==> config.mk <==
export PLATFORM = sky130hd
export DESIGN_NAME = nns_div
export DESIGN_NICKNAME = d
export VERILOG_FILES = /design/src/nns_div.sv
export SDC_FILE = /design/constraint.sdc
export NUM_CORES = 1
export LEC_CHECK = 0
export BUFFER_PORTS_ARGS = -buffer_cell sky130_fd_sc_hd__buf_2
export CORE_MARGIN = 3
export CORE_UTILIZATION = 40
export CTS_CLUSTER_DIAMETER = 150
export DETAILED_ROUTE_END_ITERATION = 8
export PLACE_DENSITY_LB_ADDON = 0.12
export SLEW_MARGIN = 40
export SYNTH_ARGS = -nofsm -noshare
export SYNTH_HDL_FRONTEND = slang
export SYNTH_SLANG_ARGS = --single-unit
==> constraint.sdc <==
create_clock -name clk -period 5.05 [get_ports clk]
set_input_delay 0.2525 -clock clk [delete_from_list [all_inputs] [get_ports clk]]
set_output_delay 0.2525 -clock clk [all_outputs]
set_load 0.1 [all_outputs]
==> src/nns_div.sv <==
// Pipelined restoring divider, one quotient bit per register stage.
// Divisor must stay stable while words are in flight. No package dependency.
module nns_div #(
  parameter int NW = 17,
  parameter int DW = 9,
  parameter int QW = 9
) (
  input  logic          clk,
  input  logic [NW-1:0] num_i,
  input  logic [DW-1:0] den_i,
  output logic [QW-1:0] quo_o
);

  localparam int XW = DW + QW;

  logic [XW-1:0] rem_r [QW];
  logic [QW-1:0] quo_r [QW];
  logic [XW-1:0] rem_in [QW];
  logic [QW-1:0] quo_in [QW];
  logic [XW-1:0] rem_nxt [QW];
  logic [QW-1:0] quo_nxt [QW];
  logic [XW-1:0] dsh [QW];

  always_comb begin
    rem_in[0] = XW'(num_i);
    quo_in[0] = '0;
    for (int s = 1; s < QW; s++) begin
      rem_in[s] = rem_r[s-1];
      quo_in[s] = quo_r[s-1];
    end
    for (int s = 0; s < QW; s++) begin
      dsh[s] = XW'(den_i) << (QW - 1 - s);
      if (rem_in[s] >= dsh[s]) begin
        rem_nxt[s] = rem_in[s] - dsh[s];
        quo_nxt[s] = quo_in[s] | (QW'(1) << (QW - 1 - s));
      end else begin
        rem_nxt[s] = rem_in[s];
        quo_nxt[s] = quo_in[s];
      end
    end
  end

  always_ff @(posedge clk) begin
    for (int s = 0; s < QW; s++) begin
      rem_r[s] <= rem_nxt[s];
      quo_r[s] <= quo_nxt[s];
    end
  end

  assign quo_o = quo_r[QW-1];

endmodule

==> out/metrics.csv <==
stage,metric,value,unit
route,post-route-drc-count,0,
power_and_ir_drop,total_power,6.26,mW
clock_network,tritoncts,done,
synth,synth.yosys.seq_area_share,43.0,%
synth,yosys_register_bits,189,
worst_setup_path,cpMaxStageDelayCell,sky130_fd_sc_hd__o31ai_1,
sta,period_share,58.2,%
sta,slew_headroom,49.0,%
worst_setup_path,critical-path-top-delay-family,compound AO/OA/AOI/OAI gates,
global_routing,grt_antenna_before_repair,0,
clock_network,clkLatencyLatePin,0.44,ns
worst_setup_path,worstPathArrival,3.26,ns
place,place.port_buffers,35,
sta,max_freq,0.340,GHz
global_routing,grt_overflow,0,
power_and_ir_drop,ir_worst_vdd,0.257,mV
clock_network,clock_tree.root_cell,sky130_fd_sc_hd__clkbuf_16,
synth,syn-cell-area,0.00881,mm^2
route,first_iter_violations,300,
layout,area_delta_synth_final,13.2,%
synth,postSynthCellCount,891,
sta,finalSetupViolCount,0,
clock_network,tritoncts_sinks,189,
layout,layout-drive-gt1-share,12.5,%
worst_setup_path,source_of_the_worst_register_to_register_timing_path,rem_r[0][92],
global_routing,grt_first_pass_wirelength,31.4,mm
route,dr_total_vias,6369,
die,placement_rows,53,
worst_setup_path,critPathMaxFanout,23,
clock_network,clkTransAtPathRegs,0.07,ns
synth,synth_edf_count,0,
hold_path,min_path_type,in -> reg,
sta,report.final.hold_viol_count,0,
worst_setup_path,cp_required,5.38,ns
worst_setup_path,critical_path.endpoint_type,register,
sta,clock_skew,0.00740,ns
global_routing,via_count_of_the_first_global_routing_pass,6135,
global_routing,grt_use_total,16.7,%
sta,rsz_0062_raised_after_global_routing,false,
route,routed_wirelength,19.5,mm
sta,period_minus_slack,2.94,ns
layout,diodes,0,
route,detail_route.wl_per_cell,15.8,um
die,die_h,154,um
place,place.gp.congestion,0.843,
worst_setup_path,max_stage_delay,0.60,ns
die,die_w,154,um
layout,fillCellCount,2052,
sta,worstMarginPinSlew,0.763,ns
die,floorplan.die_area,0.0238,mm^2
worst_setup_path,timing.critical_path.from_type,input pin,
synth,synthFlopType,sky130_fd_sc_hd__dfxtp_1,
route,postRouteAntennaNets,0,
layout,multi_input_comb_area,0.00486,mm^2
power_and_ir_drop,total_power_density_per_cell_area,628,mW/mm^2
die,io_pins,36,
synth,synth.net_count,1007,
synth,synth.lib_cells_used.distinct,59,
run,maxCapViolCount,0,
worst_setup_path,series_of_cell_instances_along_the_critical_path,buf_2 -> inv_1 -> fa_1 -> nand3_1 -> a21oi_1 -> o31ai_1 -> nand3_2 -> mux2_2,
die,initial_utilization,41.2,%
global_routing,largest_net_degree_at_the_start_of_global_routing,24,
sta,timing.final.max_slew_violations,0,
place,hpwlAfterDp,14.6,mm
layout,ff_latch_area,0.00378,mm^2
clock_network,postCtsResizedCells,0,
outcome,status,finished clean,
worst_setup_path,category_of_the_critical_setup_timing_path,in -> reg,
sta,finalSetupTns,0,ns
worst_setup_path,worst-r2r-setup-slack,2.20,ns
clock_network,cts.htree.levels,4,
synth,share_of_flip_flops_with_an_asynchronous_set_or_reset,0,%
layout,final_nets,1062,
clock_network,cts-buffers-inserted,17,
hold_path,worstHoldStart,num_i[14],
clock_network,cts.path.max_buffers,2,
route,vias_per_cell,5.16,
synth,syn_avg_cell_area,9.88,um^2
power_and_ir_drop,leakage_power_of_the_design,4.20,nW
worst_setup_path,worst-path-buf-inv,2,
synth,synth_warnings,0,
worst_setup_path,worst_setup_path_startpoint,den_i[1],
route,drt_pass1_iterations,5,
die,core-area,0.0214,mm^2
## repair_timing
item,CTS,global route
hold buffers,8,0
endpoints found under the hold margin,8,0
buffers inserted,0,0
endpoints found under the setup margin,0,0
## cell type report
type	count	share of cell area, %
Clock buffer	17	4.27
Clock inverter	15	1.58
Timing Repair Buffer	46	2.79
Inverter	33	1.24
Sequential cell	189	38.0
Multi-Input combinational cell	659	48.7
Tap cell	275	3.45
## worst register-to-register path, cell delays in order (launching register included)
cell and delay (ns):
sky130_fd_sc_hd__dfxtp_1 0.31, sky130_fd_sc_hd__inv_1 0.05, sky130_fd_sc_hd__ha_1 0.16, sky130_fd_sc_hd__inv_1 0.06, sky130_fd_sc_hd__fa_1 0.40, sky130_fd_sc_hd__nand3_1 0.12
sky130_fd_sc_hd__a21oi_1 0.10, sky130_fd_sc_hd__o31ai_1 0.60, sky130_fd_sc_hd__nand3_2 0.52, sky130_fd_sc_hd__mux2_2 0.42
## cell usage in the layout (no fill, tap or decap), types with 21 or more instances in the layout
cell type / synthesis / layout
sky130_fd_sc_hd__nor2_1: 74 / 74
sky130_fd_sc_hd__buf_2: 0 / 35
sky130_fd_sc_hd__inv_1: 33 / 33
sky130_fd_sc_hd__xor2_1: 28 / 28
sky130_fd_sc_hd__xnor2_1: 48 / 48
sky130_fd_sc_hd__nand2_1: 41 / 41
sky130_fd_sc_hd__dfxtp_1: 189 / 189
sky130_fd_sc_hd__nand2b_1: 23 / 23
sky130_fd_sc_hd__ha_1: 81 / 81
sky130_fd_sc_hd__a21oi_1: 69 / 69
sky130_fd_sc_hd__o21ai_0: 45 / 45
sky130_fd_sc_hd__nor3_1: 21 / 21
sky130_fd_sc_hd__mux2_2: 32 / 32
## layer usage
| metal | routed length (um) | GRT usage, % | share of wire [%] |
|---|---|---|---|
| met1 | 9170 | 20.9 | 47 |
| met5 | 0 | 0 | 0 |
| met4 | 291 | 5.05 | 1.5 |
| met2 | 9550 | 29.0 | 49 |
| met3 | 473 | 3.72 | 2.4 |
## power by group
group          internal (mW)  switching, mW  total [mW]
Combinational           1.21           1.38        2.59
Sequential              2.02          0.345        2.36
Clock                  0.697          0.615        1.31
Total                   3.92           2.34        6.26
## final timing paths
kind | to | depth (start not counted)
max | rem_r[0][111] | 8
min | rem_r[0][14] | 2
max reg2reg | rem_r[0][111] | 9
min reg2reg | quo_r[0][58] | 0
## state kept, by name, summed over array words and instances (netlist names)
name	flops
rem_r	144
quo_r	45
## cell usage after synthesis, types with 14 or more instances
cell	count	area [um^2]
sky130_fd_sc_hd__nor3_1	21	105
sky130_fd_sc_hd__dfxtp_1	189	3780
sky130_fd_sc_hd__xor2_1	28	245
sky130_fd_sc_hd__nand2_1	41	154
sky130_fd_sc_hd__nor4_1	15	93.8
sky130_fd_sc_hd__nor2b_1	20	125
sky130_fd_sc_hd__inv_1	33	124
sky130_fd_sc_hd__mux2_2	32	360
sky130_fd_sc_hd__nand3_1	14	70.1
sky130_fd_sc_hd__nor2_1	74	278
sky130_fd_sc_hd__xnor2_1	48	420
sky130_fd_sc_hd__o21ai_0	45	225
sky130_fd_sc_hd__nand2b_1	23	144
sky130_fd_sc_hd__a21oi_1	69	345
sky130_fd_sc_hd__ha_1	81	1010
## logic make-up after synthesis
kind of cell | after synthesis | synth area share (%)
adder cells (fa/ha/maj) | 89 | 13.3
multiplexers | 38 | 4.79
AND/OR/NAND/NOR | 268 | 16.2
flip-flops | 189 | 43.0
XOR/XNOR | 76 | 7.56
buffers and inverters | 43 | 2.00
AO/OA/AOI/OAI | 188 | 13.2
## metrics by stage
| step | area, um^2 | setup slack, ns | hold slack (ns) | util (%) | std cells |
|---|---|---|---|---|---|
| 3_3_place_gp | 9300 | 1.49 | 0.310 | 43.5 | 1194 |
| 3_5_place_dp | 9300 | 1.42 | 0.312 | 43.6 | 1194 |
| 4_1_cts | 9960 | 1.88 | 0.0501 | 46.7 | 1234 |
| 6_report | 9970 | 2.11 | 0.0644 | 46.7 | 1234 |
| 5_1_grt | 9970 | 1.78 | 0.0559 | 46.7 | 1234 |
| 2_1_floorplan | 8810 | 2.55 | 0.280 | - | 891 |
No activity file was read; power rests on OpenSTA's default activity.
