### src/nns_pkg.sv
// Shared constants and types for the nearest-neighbor scaler with gray output.
// No dependencies.
package nns_pkg;

  localparam int CFG_W     = 9;
  localparam int CFG_IDX_W = 3;
  localparam int COORD_W   = 8;
  localparam int PIX_W     = 8;
  localparam int RGB_W     = 3 * PIX_W;

  localparam int MAX_WIDTH_DEF  = 256;
  localparam int MAX_HEIGHT_DEF = 256;

  // gray = (11*B + 59*G + 30*R) / 100, divide done as multiply by 2^22/100 rounded up
  localparam int SUM_W      = 15;
  localparam int RECIP_W    = 16;
  localparam int GRAY_SHIFT = 22;
  localparam int PROD_W     = SUM_W + RECIP_W;
  localparam logic [SUM_W-1:0]   GRAY_K_B   = SUM_W'(11);
  localparam logic [SUM_W-1:0]   GRAY_K_G   = SUM_W'(59);
  localparam logic [SUM_W-1:0]   GRAY_K_R   = SUM_W'(30);
  localparam logic [RECIP_W-1:0] GRAY_RECIP = RECIP_W'(41944);

  localparam logic [CFG_W-1:0] DIM_RESET = CFG_W'(256);

  typedef enum logic [CFG_IDX_W-1:0] {
    CFG_SRC_WIDTH  = 3'd0,
    CFG_SRC_HEIGHT = 3'd1,
    CFG_OUT_WIDTH  = 3'd2,
    CFG_OUT_HEIGHT = 3'd3,
    CFG_GRAY_EN    = 3'd4
  } cfg_idx_t;

  typedef struct packed {
    logic valid;
    logic err;
  } pix_ctl_t;

endpackage

### src/nns_gray.sv
// Gray conversion and output register stages g1, g2 and o.
// Uses nns_pkg for coefficients and the control struct.
module nns_gray (
  input  logic                      clk,
  input  logic                      rst_n,
  input  logic                      gray_en,
  input  nns_pkg::pix_ctl_t         in_ctl,
  input  logic [nns_pkg::RGB_W-1:0] in_pix,
  output nns_pkg::pix_ctl_t         out_ctl,
  output logic [nns_pkg::PIX_W-1:0] out_blue,
  output logic [nns_pkg::PIX_W-1:0] out_green,
  output logic [nns_pkg::PIX_W-1:0] out_red
);
  import nns_pkg::*;

  pix_ctl_t          g1_ctl_r, g2_ctl_r, o_ctl_r;
  logic [RGB_W-1:0]  g1_pix_r, g2_pix_r;
  logic [SUM_W-1:0]  g1_sum_r;
  logic [PROD_W-1:0] g2_prod_r;
  logic [PIX_W-1:0]  o_blue_r, o_green_r, o_red_r;
  logic [SUM_W-1:0]  sum_nxt;
  logic [PIX_W-1:0]  gray;

  assign sum_nxt = SUM_W'(in_pix[PIX_W-1:0]) * GRAY_K_B
                 + SUM_W'(in_pix[2*PIX_W-1:PIX_W]) * GRAY_K_G
                 + SUM_W'(in_pix[3*PIX_W-1:2*PIX_W]) * GRAY_K_R;

  assign gray = g2_prod_r[GRAY_SHIFT +: PIX_W];

  always_ff @(posedge clk) begin
    if (!rst_n) begin
      g1_ctl_r <= '0;
      g2_ctl_r <= '0;
      o_ctl_r  <= '0;
    end else begin
      g1_ctl_r <= in_ctl;
      g2_ctl_r <= g1_ctl_r;
      o_ctl_r  <= g2_ctl_r;
    end
  end

  always_ff @(posedge clk) begin
    g1_pix_r  <= in_pix;
    g1_sum_r  <= sum_nxt;
    g2_pix_r  <= g1_pix_r;
    g2_prod_r <= PROD_W'(g1_sum_r) * PROD_W'(GRAY_RECIP);
    if (g2_ctl_r.err) begin
      o_blue_r  <= '0;
      o_green_r <= '0;
      o_red_r   <= '0;
    end else if (gray_en) begin
      o_blue_r  <= gray;
      o_green_r <= gray;
      o_red_r   <= gray;
    end else begin
      o_blue_r  <= g2_pix_r[PIX_W-1:0];
      o_green_r <= g2_pix_r[2*PIX_W-1:PIX_W];
      o_red_r   <= g2_pix_r[3*PIX_W-1:2*PIX_W];
    end
  end

  assign out_ctl   = o_ctl_r;
  assign out_blue  = o_blue_r;
  assign out_green = o_green_r;
  assign out_red   = o_red_r;

endmodule

### config.mk
export PLATFORM = sky130hd
export DESIGN_NAME = nns_gray
export DESIGN_NICKNAME = d
export VERILOG_FILES = /design/src/nns_pkg.sv /design/src/nns_gray.sv
export SDC_FILE = /design/constraint.sdc
export NUM_CORES = 1
export LEC_CHECK = 0
export BUFFER_PORTS_ARGS = -buffer_cell sky130_fd_sc_hd__buf_2
export CAP_MARGIN = 20
export CELL_PAD_IN_SITES_DETAIL_PLACEMENT = 0
export CELL_PAD_IN_SITES_GLOBAL_PLACEMENT = 1
export CORE_ASPECT_RATIO = 1.5
export CORE_MARGIN = 4
export CORE_UTILIZATION = 50
export CTS_CLUSTER_DIAMETER = 60
export DETAILED_ROUTE_END_ITERATION = 10
export PLACE_DENSITY_LB_ADDON = 0.1
export SLEW_MARGIN = 20
export SYNTH_ARGS = -nofsm -noshare
export SYNTH_HDL_FRONTEND = slang
export SYNTH_SLANG_ARGS = --single-unit
export TNS_END_PERCENT = 20
### constraint.sdc
create_clock -name clk -period 7.9 [get_ports clk]
set_clock_uncertainty 0.2 [all_clocks]
set_input_delay 1.185 -clock clk [delete_from_list [all_inputs] [get_ports clk]]
set_output_delay 1.185 -clock clk [all_outputs]
set_load 0.02 [all_outputs]
==> results.py <==
metrics = {
    "hold_path": {
        "hold_path.class": "reg2reg",
        "hold_end": "g2_pix_r[1]",
        "hp-start": "g1_pix_r[1]",
        "hold-path-cell-count": 0,
    },
    "die": {
        "die_w_um": 117,
        "start_util": 0.511,
        "design.die.area_mm2": 0.0201,
        "ios": 55,
        "core_area_mm2": 0.0174,
        "die_h_um": 172,
        "rows": 59,
    },
    "setup_path": {
        "cp-start-kind": "input pin",
        "crit_top_cell": "fa_1",
        "critPathSlowestCell": "fa_1",
        "critPathKind": "in2reg",
        "worstPathArrival_ns": 6.50,
        "cp.required_ns": 7.97,
        "ff2ff_path_depth": 17,
        "rr_endpoint": "g2_prod_r[29]",
        "cp_top_family": "adder cells",
        "crit_buf_inv": 3,
        "crit_chain": "buf_2 -> fa_1 -> fa_1 -> fa_1 -> a21o_1 -> a21oi_1 -> xnor2_1 -> fa_1 -> inv_1 -> fa_1 -> fa_1 -> inv_1 -> ha_1 -> nor3_2 -> o211ai_1 -> a31oi_2 -> nor2b_1 -> o21a_1 -> o41ai_2 -> xnor2_1",
        "r2r-start": "g1_sum_r[7]",
        "cp_max_fo": 6,
        "crit_path_end_kind": "flip-flop",
        "cpPeakStageDelay_ns": 0.59,
        "r2r_slack_ns": 2.65,
    },
    "routing": {
        "drtIter0Drc": 161,
        "viasPerCell": 5.00,
        "routedWlPerCell_um": 16.8,
        "drc": 0,
        "first_pass_iters": 4,
        "ant_nets": 0,
        "routed_wirelength_um": 18900,
        "vias": 5626,
    },
    "synthesis": {
        "synth.distinct_cells": 41,
        "syn_inst": 848,
        "yosys_warnings": 0,
        "syn-num-nets": 1170,
        "syn-cell-area_mm2": 0.00891,
        "synth.avg_cell_area_um2": 10.5,
        "yosysSeqAreaShare": 0.227,
        "synth-seq-cells": 101,
    },
    "cells_and_area": {
        "fillers": 1596,
        "drive_gt1_frac": 0.0877,
        "n_antenna_cell": 0,
        "final_common_cell": "inv_1",
        "area_growth_pct": 8.97,
        "fin_nets": 1229,
        "final_cell_mix": "228 x inv_1, 161 x ha_1, 132 x fa_1",
    },
    "clock_network": {
        "clk_latency_ns": 0.34,
        "postCtsSetupRepairBufs": 0,
        "cts_buffer_depth": 2,
        "clock-sinks": 101,
        "path_clk_slew_ns": 0.07,
        "cts.htree.levels": 3,
        "cts_made_buffers": 9,
        "cts_hold_buf": 0,
        "cts-resized-gates": 0,
        "cts_tree": "done",
        "root_buffer": "clkbuf_16",
    },
    "global_routing": {
        "grt_max_degree": 33,
        "track_usage": 0.204,
        "grt_antenna_before_repair": 0,
        "grt_pass1_wl_um": 31200,
        "grt_overflow": 0,
        "grt_pass1_vias": 6453,
    },
    "sta": {
        "final_max_slew_viol_count": 0,
        "fin_setup_tns_ns": 0,
        "min_period_ns": 6.42,
        "setup_viol": 0,
        "hold_viol": 0,
        "finalCritPeriodShare": 0.813,
        "rsz0062_at_grt": "no",
        "max_freq_mhz": 156,
        "tightest_slew_ns": 0.833,
        "relSlewSlack": 0.444,
    },
    "place": {
        "place_hpwl_um": 16700,
        "portBuffers": 54,
        "gp_congestion": 0.868,
    },
    "run_status": {
        "status": "finished, final reports clean",
    },
    "run": {
        "cap_viol_max_count": 0,
    },
}
## worst register-to-register path, delay by kind of cell (launching register included)
kind                     cells  cell delay [ns]
AO/OA/AOI/OAI                6             1.43
XOR/XNOR                     1             0.20
adder cells (fa/ha/maj)      6             2.59
buffers and inverters        4             0.20
flip-flops                   1             0.55
## worst max path at each step
| stage | from | to | slack, ns | depth (start not counted) |
|---|---|---|---|---|
| floorplan | in_pix[16] | g1_sum_r[14] | 1.65 | 18 |
| global placement | in_pix[16] | g1_sum_r[14] | 1.20 | 19 |
| detailed placement | in_pix[16] | g1_sum_r[13] | 1.07 | 20 |
| CTS | in_pix[16] | g1_sum_r[13] | 1.44 | 20 |
| global route | in_pix[16] | g1_sum_r[13] | 1.21 | 20 |
| finish | in_pix[16] | g1_sum_r[13] | 1.48 | 20 |
## sequential cells by signal, summed over array words and instances, names as in the netlist
name       cells
g2_pix_r      24
out_blue       8
out_green      8
g2_prod_r      8
out_red        8
g1_sum_r      15
g1_pix_r      24
g2_ctl_r       2
g1_ctl_r       2
out_ctl        2
## routing by layer
| layer | global-route usage | wire (µm) | share of wire |
|---|---|---|---|
| met4 | 0.0803 | 671 | 0.036 |
| met2 | 0.400 | 11000 | 0.58 |
| met1 | 0.219 | 6850 | 0.36 |
| met5 | 0 | 0 | 0 |
| met3 | 0.0194 | 323 | 0.017 |
## through the flow
step / cell area [µm²] / setup slack, ns / hold WS (ns) / cells / utilization
6_report: 9710 / 1.48 / 0.124 / 1125 / 0.557
5_1_grt: 9710 / 1.21 / 0.133 / 1125 / 0.557
4_1_cts: 9710 / 1.44 / 0.126 / 1125 / 0.557
3_5_place_dp: 9430 / 1.07 / 0.112 / 1109 / 0.541
3_3_place_gp: 9430 / 1.20 / 0.112 / 1109 / 0.541
2_1_floorplan: 8910 / 1.65 / 0.110 / 848 / -
## final cells by class
class                      count  area (µm²)  area share
multi-input combinational    513        6010       0.619
sequential                   101        2020       0.208
inverter                     228         856      0.0881
timing repair buffer          54         270      0.0278
tap                          213         267      0.0274
clock buffer                  10         229      0.0236
clock inverter                 6        56.3     0.00580
## synthesized netlist by cell type
master    instances  area (µm²)
a211o_1           1        8.76
a211oi_1          4        30.0
a21bo_2           1        10.0
a21o_1            3        22.5
a21o_2            1        8.76
a21oi_1          50         250
a221oi_1          1        8.76
a311oi_1          1        8.76
a31oi_1           1        6.26
a31oi_2           1        12.5
and2_1            7        43.8
and2b_1           1        7.51
and3_1            1        6.26
and3_2            2        15.0
and4_1            1        8.76
clkbuf_1          6        22.5
dfxtp_1         101        2020
fa_1            132        2640
ha_1            161        2010
inv_1           228         856
nand2_1          23        86.3
nand2b_1         26         163
nand3_1           4        20.0
nand4_1           1        6.26
nor2_1           13        48.8
nor2b_1           4        25.0
nor3_1            7        35.0
nor3_2            1        10.0
o211ai_1          3        22.5
o211ai_2          1        12.5
o21a_1            5        37.5
o21ai_0          13        65.1
o21ai_1           4        20.0
o21ai_2           1        8.76
o21bai_1          3        22.5
o221ai_2          1        15.0
o22ai_1           1        6.26
o41ai_2           2        32.5
or3_1             1        6.26
xnor2_1          26         228
xor2_1            4        35.0
## kinds of logic (layout without fill, tap and decap cells)
group,Yosys count,after routing,share of synthesized area
AOI/OAI and AO/OA,98,98,0.0684
xor gates and xnor gates,30,30,0.0295
adders and majority gates,293,293,0.523
buffers and inverters,234,298,0.0986
DFF,101,101,0.227
and+or+nand+nor,92,92,0.0541
Power is not shown: default switching activity piles up to over one toggle a cycle in this logic, so the estimate is an artifact.
